**src/hw/rtl/skpt_pkg.sv**
```systemverilog
// ----------------------------------------------------------------------------
// Sorted keyed point table package
// Field widths, request and status codes, and shared types.
// ----------------------------------------------------------------------------
`timescale 1ns / 1ps

package skpt_pkg;

	localparam int KEY_W      = 48;
	localparam int VAL_W      = 16;
	localparam int MODE_W     = 4;
	localparam int CURVE_W    = 32;
	localparam int CNT_W      = 7;
	localparam int REQ_W      = 3;
	localparam int STAT_W     = 2;
	localparam int IN_DATA_W  = 152;
	localparam int OUT_DATA_W = 112;

	localparam logic [REQ_W-1:0] REQ_INSERT = 3'd0;
	localparam logic [REQ_W-1:0] REQ_REMOVE = 3'd1;
	localparam logic [REQ_W-1:0] REQ_MOVE   = 3'd2;
	localparam logic [REQ_W-1:0] REQ_FIND   = 3'd3;
	localparam logic [REQ_W-1:0] REQ_RANGE  = 3'd4;

	localparam logic [STAT_W-1:0] STAT_NEW    = 2'd0;
	localparam logic [STAT_W-1:0] STAT_HIT    = 2'd1;
	localparam logic [STAT_W-1:0] STAT_ABSENT = 2'd2;
	localparam logic [STAT_W-1:0] STAT_FULL   = 2'd3;

	typedef enum logic [2:0] {
		OP_INSERT,
		OP_REMOVE,
		OP_MOVE,
		OP_FIND,
		OP_RANGE,
		OP_NOP
	} op_t;

	typedef enum logic [1:0] {
		S_IDLE,
		S_CMP,
		S_ACT,
		S_EMIT
	} state_t;

	typedef struct packed {
		op_t                op;
		logic [KEY_W-1:0]   key;
		logic [KEY_W-1:0]   key2;
		logic [VAL_W-1:0]   value;
		logic [MODE_W-1:0]  mode;
		logic [CURVE_W-1:0] curve;
	} req_t;

endpackage

```
**src/hw/rtl/skpt_front.sv**
```systemverilog
// ----------------------------------------------------------------------------
// Sorted keyed point table front end
// Accepts request transfers, decodes the request kind and queues them.
// ----------------------------------------------------------------------------
`timescale 1ns / 1ps

module skpt_front (
	input  logic                             clk,
	input  logic                             arst_n,
	input  logic                             s_tvalid,
	output logic                             s_tready,
	input  logic [skpt_pkg::IN_DATA_W-1:0]   s_tdata,
	input  logic [skpt_pkg::REQ_W-1:0]       s_tuser,
	output logic                             q_valid,
	input  logic                             q_ready,
	output skpt_pkg::req_t                   q_req
);

	skpt_pkg::req_t fifo_q [2];
	logic           wr_ptr_q;
	logic           rd_ptr_q;
	logic [1:0]     fill_q;
	skpt_pkg::req_t dec;
	logic           push;
	logic           pop;

	always_comb begin
		unique case (s_tuser)
			skpt_pkg::REQ_INSERT: dec.op = skpt_pkg::OP_INSERT;
			skpt_pkg::REQ_REMOVE: dec.op = skpt_pkg::OP_REMOVE;
			skpt_pkg::REQ_MOVE:   dec.op = skpt_pkg::OP_MOVE;
			skpt_pkg::REQ_FIND:   dec.op = skpt_pkg::OP_FIND;
			skpt_pkg::REQ_RANGE:  dec.op = skpt_pkg::OP_RANGE;
			default:              dec.op = skpt_pkg::OP_NOP;
		endcase
		dec.key   = s_tdata[47:0];
		dec.key2  = s_tdata[95:48];
		dec.value = s_tdata[111:96];
		dec.mode  = s_tdata[115:112];
		dec.curve = s_tdata[147:116];
	end

	assign s_tready = (fill_q != 2'd2);
	assign q_valid  = (fill_q != 2'd0);
	assign q_req    = fifo_q[rd_ptr_q];
	assign push     = s_tvalid && s_tready;
	assign pop      = q_valid && q_ready;

	always_ff @(posedge clk) begin
		if (push) begin
			fifo_q[wr_ptr_q] <= dec;
		end
	end

	always_ff @(posedge clk or negedge arst_n) begin
		if (!arst_n) begin
			wr_ptr_q <= 1'b0;
			rd_ptr_q <= 1'b0;
			fill_q   <= 2'd0;
		end else begin
			if (push) wr_ptr_q <= ~wr_ptr_q;
			if (pop) rd_ptr_q <= ~rd_ptr_q;
			fill_q <= fill_q + {1'b0, push} - {1'b0, pop};
		end
	end

endmodule

```
**config.mk**
```make
export PLATFORM = sky130hd
export DESIGN_NAME = skpt_front
export DESIGN_NICKNAME = d
export VERILOG_FILES = /design/src/hw/rtl/skpt_pkg.sv /design/src/hw/rtl/skpt_front.sv
export SDC_FILE = /design/constraint.sdc
export NUM_CORES = 1
export LEC_CHECK = 0
export ABC_AREA = 1
export BUFFER_PORTS_ARGS = -buffer_cell sky130_fd_sc_hd__buf_2
export CELL_PAD_IN_SITES_DETAIL_PLACEMENT = 0
export CELL_PAD_IN_SITES_GLOBAL_PLACEMENT = 1
export CORE_MARGIN = 2
export CORE_UTILIZATION = 40
export CTS_BUF_LIST = sky130_fd_sc_hd__clkbuf_2
export CTS_CLUSTER_DIAMETER = 60
export DETAILED_ROUTE_END_ITERATION = 10
export GPL_TIMING_DRIVEN = 0
export PLACE_DENSITY = 0.77
export SLEW_MARGIN = 20
export SYNTH_ARGS = -nofsm -noshare
export SYNTH_HDL_FRONTEND = slang
export SYNTH_SLANG_ARGS = --single-unit
export TNS_END_PERCENT = 1
```
**constraint.sdc**
```tcl
create_clock -name clk -period 10 [get_ports clk]
set_input_delay 1.5 -clock clk [delete_from_list [all_inputs] [get_ports clk]]
set_output_delay 1.5 -clock clk [all_outputs]
set_load 0.03 [all_outputs]
```
; ---- Word level (Yosys, flattened, before mapping)
; Memory sizes are Yosys's and may differ from the RTL's.
; Index checks and enable logic that the tools add are counted.
[classes]
eq_ne = 5
muxes = 3
n_addsub = 2
bitwise = 2
n_reduce_logical = 4
[op_table]
columns = cell, n
row1 = one-hot mux 3 bit (5 select lines), 1
row2 = "== test 3 x 2 -> 1 bit, second input constant", 2
row3 = "== test 3 x 1 -> 1 bit, second input constant", 1
row4 = "== test 3 bit, second input constant", 1
row5 = logical NOT 3 bit, 1
row6 = adder 2 x 1 -> 2 bit, 1
row7 = logical AND 1 bit, 2
row8 = two-way mux 1 bit, 2
row9 = "!= test 2 bit, second input constant", 1
row10 = NOT 1 bit, 2
row11 = nonzero test 2 bit, 1
row12 = subtractor 2 x 1 -> 2 bit, 1
[word_totals]
output_inout_bits = 153
regBits = 4
mem_bits_rw = 302
memories = 1
input_bits = 159
[mem_list]
columns = memory, words, word_bits, rd, rd_clocked_by_memory_dff, write_ports, line
row1 = fifo_q, 2, 151, 1, 0, 1, skpt_front.sv:19  ; skpt_pkg::req_t fifo_q [2];

; ---- Longest topological paths before layout
[depth]
depth_word = 4
depth_mapped = 12

; ---- Worst setup path before layout
; No wires, ideal clock.
[synth_path]
kind = input -> register
from = input s_tvalid
to = memory fifo_q[1][0] in the netlist's numbering (enable)
t_arrival_ns = 7.909
slack_ns = 1.425
path_stages = 2
required_time_ns = 9.334
setup_time_ns = 0.666
path_cell_list = nand2_1 > nor2_1
[synth_between]
elab_chain_cells = 3
[synth_rtl]
columns = element, line
row1 = start: declaration, skpt_front.sv:10  ; input logic s_tvalid,
row2 = logical AND 1 bit, skpt_front.sv:46  ; assign push = s_tvalid && s_tready;
row3 = two-way mux 1 bit, skpt_front.sv:50  ; if (push) begin
row4 = two-way mux 1 bit (not written as such), skpt_front.sv:51  ; fifo_q[wr_ptr_q] <= dec;
row5 = end: declaration, skpt_front.sv:19
; Every way passes these cells.

==> flow_summary.toml <==
[clock_tree]
cts_root_buf = "clkbuf_2"
cts_tree = "done"
cts_resized = 0
post-cts-setup-buffer-count = 0
cts.sinks = 306
clk_latency_ps = 830
cts_hold_buf = 0
clkTransAtPathRegs_ps = 100
htree_levels = 3
cts_buffers = 77
clk_path_buf_depth = 3

[worst_setup_path]
start_kind = "register"
crit_family = "buffers and inverters"
r2r_end = "fifo_q[1][101]"
arrival_ps = 2180
cp.required_ps = 8500
cp_cell_sequence = "buf_4, inv_4, buf_6, buf_6, nand2_1, nand2_1, buf_2"
path_max_fanout = 10
crit_path_start = "rd_ptr_q"
r2r_cells = 6
regToRegSetupSlack_ps = 7610
cpPeakStageDelay_ps = 370
crit_type = "register to output pin"
timing.critical_path.buf_inv = 5
critical_path.slowest_cell = "dfrtp_1"
cp_num_cells = 7
crit_path_end_kind = "output pin"
endpoint = "q_req[104]"
reg2reg_from = "fill_q[1]"

[timing]
finalHoldViolCount = 0
maxSlewHeadroom = 0.505
fin_worst_skew_ps = 62.4
fmax_ghz = 0.272
tightest_slew_ps = 741
post-route-period-util = 0.368
fin_crit_ps = 3680
setup_viol = 0
setup_slack_ps = 6320
grt_setup_unrepaired = "no"
slew_violations = 0

[power]
p_sw_frac = 0.428
cellPowerDensity_nw_per_um2 = 325
p_int_w = 0.00267
seq_power_share = 0.386
ir_worst_vdd_mv = 0.204
clkPwrFrac = 0.182
p_switching_w = 0.00200
p_leak_nw = 6.38
total_power_w = 0.00467
comb_power_share = 0.433

[placement]
dp_slack_ps = 6600
portBuffers = 307
place_inst = 1523
dp_hpwl_mm = 17.4
gp_congestion = 0.731

[global_routing]
busiest_layer = "met2"
grt_overflow_total = 0
met1_usage = 0.180
grt_max_degree = 26
grt_use_total = 0.165
antenna_found_initial = 6
grt_pass1_wl_mm = 36.7
grtUsageMet3 = 0.0580
grtUsageMet2 = 0.287
grt_pass1_vias = 7171

[yosys]
syn_inst = 824
yosys_warnings = 0
synthDistinctLibCells = 16
syn-num-nets = 984
yosys_register_bits = 306
synthesis.area_sq_um = 11300
yosysSeqAreaShare = 0.814
avgSynthCellArea_sq_um = 13.7

[route]
wirelength_mm = 25.1
avgRoutedWirePerCell_um = 15.1
via_per_inst = 4.40
drt_pass1_iterations = 4
vias = 7342
antenna_left = 0
drc = 0
drt_first_iter_violations = 288

[cells_and_area]
nNetsFinal = 1384
fillCellCount = 2474
final_cells = 1668
area_growth_pct = 27.7
layout_common_cells = "nand2_1 (462), buf_2 (320), edfxtp_1 (302)"
final_common_cell = "nand2_1"
fin_util = 0.518
drive_gt1_frac = 0.365

[die]
dieWidth_um = 172
die_h_um = 172
io_pins = 312
start_util = 0.405
core_sq_um = 27800
rows = 61
dieArea_sq_um = 29500

[run_status]
outcome = "finished clean"

[hold_path]
min_path_type = "input port to async pin"

[job]
maxCapViolations = 0
sequential cells by signal, summed over array words and instances, names as in the netlist:
| register | count |
|---|---|
| fifo_q | 302 |
| fill_q | 2 |
| rd_ptr_q | 1 |
| wr_ptr_q | 1 |
per-stage QoR:
stage	cell area, sq um	hold WS (ps)	TNS [ps]
floorplan	11300	485	0
global placement	13300	499	-754660
detailed placement	13600	547	0
CTS	14400	388	0
global route	14400	383	0
finish	14400	500	0
how the worst min path moves through the flow:
stage	start	end	slack (ps)	cells after the start
after detailed placement	fill_q[0]	fill_q[0]	550	1
after floorplan	wr_ptr_q	wr_ptr_q	480	2
after CTS	arst_n	wr_ptr_q	390	1
final	arst_n	wr_ptr_q	500	1
after global placement	wr_ptr_q	wr_ptr_q	500	2
after global routing	arst_n	wr_ptr_q	380	1
cells by family (layout without fill, tap and decap cells):
| kind of cell | after synthesis | count (layout) | synth area share |
|---|---|---|---|
| xor+xnor | 1 | 1 | 0.000778 |
| other cells | 0 | 4 | 0 |
| compound gates | 3 | 3 | 0.00155 |
| simple gates | 470 | 470 | 0.157 |
| flops | 306 | 306 | 0.814 |
| fa+ha+maj | 1 | 1 | 0.00111 |
| buf+inv | 43 | 505 | 0.0257 |
power groups by stage:
| stage | sequential, W | clock [W] | combinational (W) |
|---|---|---|---|
| floorplan | 0.00190 | 0 | 0.00132 |
| global route | 0.00183 | 0.000960 | 0.00219 |
| detailed placement | 0.00183 | 0 | 0.00206 |
| CTS | 0.00180 | 0.000890 | 0.00206 |
| finish | 0.00180 | 0.000848 | 0.00202 |
| global placement | 0.00196 | 0 | 0.00193 |
final cells by class:
class | instances | area [sq um] | share of cell area
antenna | 4 | 10.0 | 0.000696
buffer | 34 | 253 | 0.0176
clock buffer | 105 | 526 | 0.0365
clock inverter | 36 | 218 | 0.0151
inverter | 9 | 36.3 | 0.00252
multi-input combinational | 475 | 1820 | 0.127
sequential | 306 | 9170 | 0.637
tap | 378 | 473 | 0.0329
timing repair buffer | 321 | 1880 | 0.131
Yosys cell counts:
library cell,instances,area share
a21o_1,1,0.00067
a21oi_1,1,0.00044
buf_2,13,0.0058
buf_4,11,0.0073
buf_6,9,0.0090
clkbuf_1,1,0.00033
dfrtp_1,4,0.0089
edfxtp_1,302,0.81
ha_1,1,0.0011
inv_1,8,0.0027
inv_4,1,0.00056
nand2_1,462,0.15
nand3_1,2,0.00089
nor2_1,6,0.0020
o21ai_0,1,0.00044
xor2_1,1,0.00078
routing by layer:
layer	wire (um)	up-vias
met1	9400	3362
met3	2080	63
li1	-	3655
met4	802	4
met5	27	-
met2	12800	258
No activity file was read; power rests on OpenSTA's default activity.
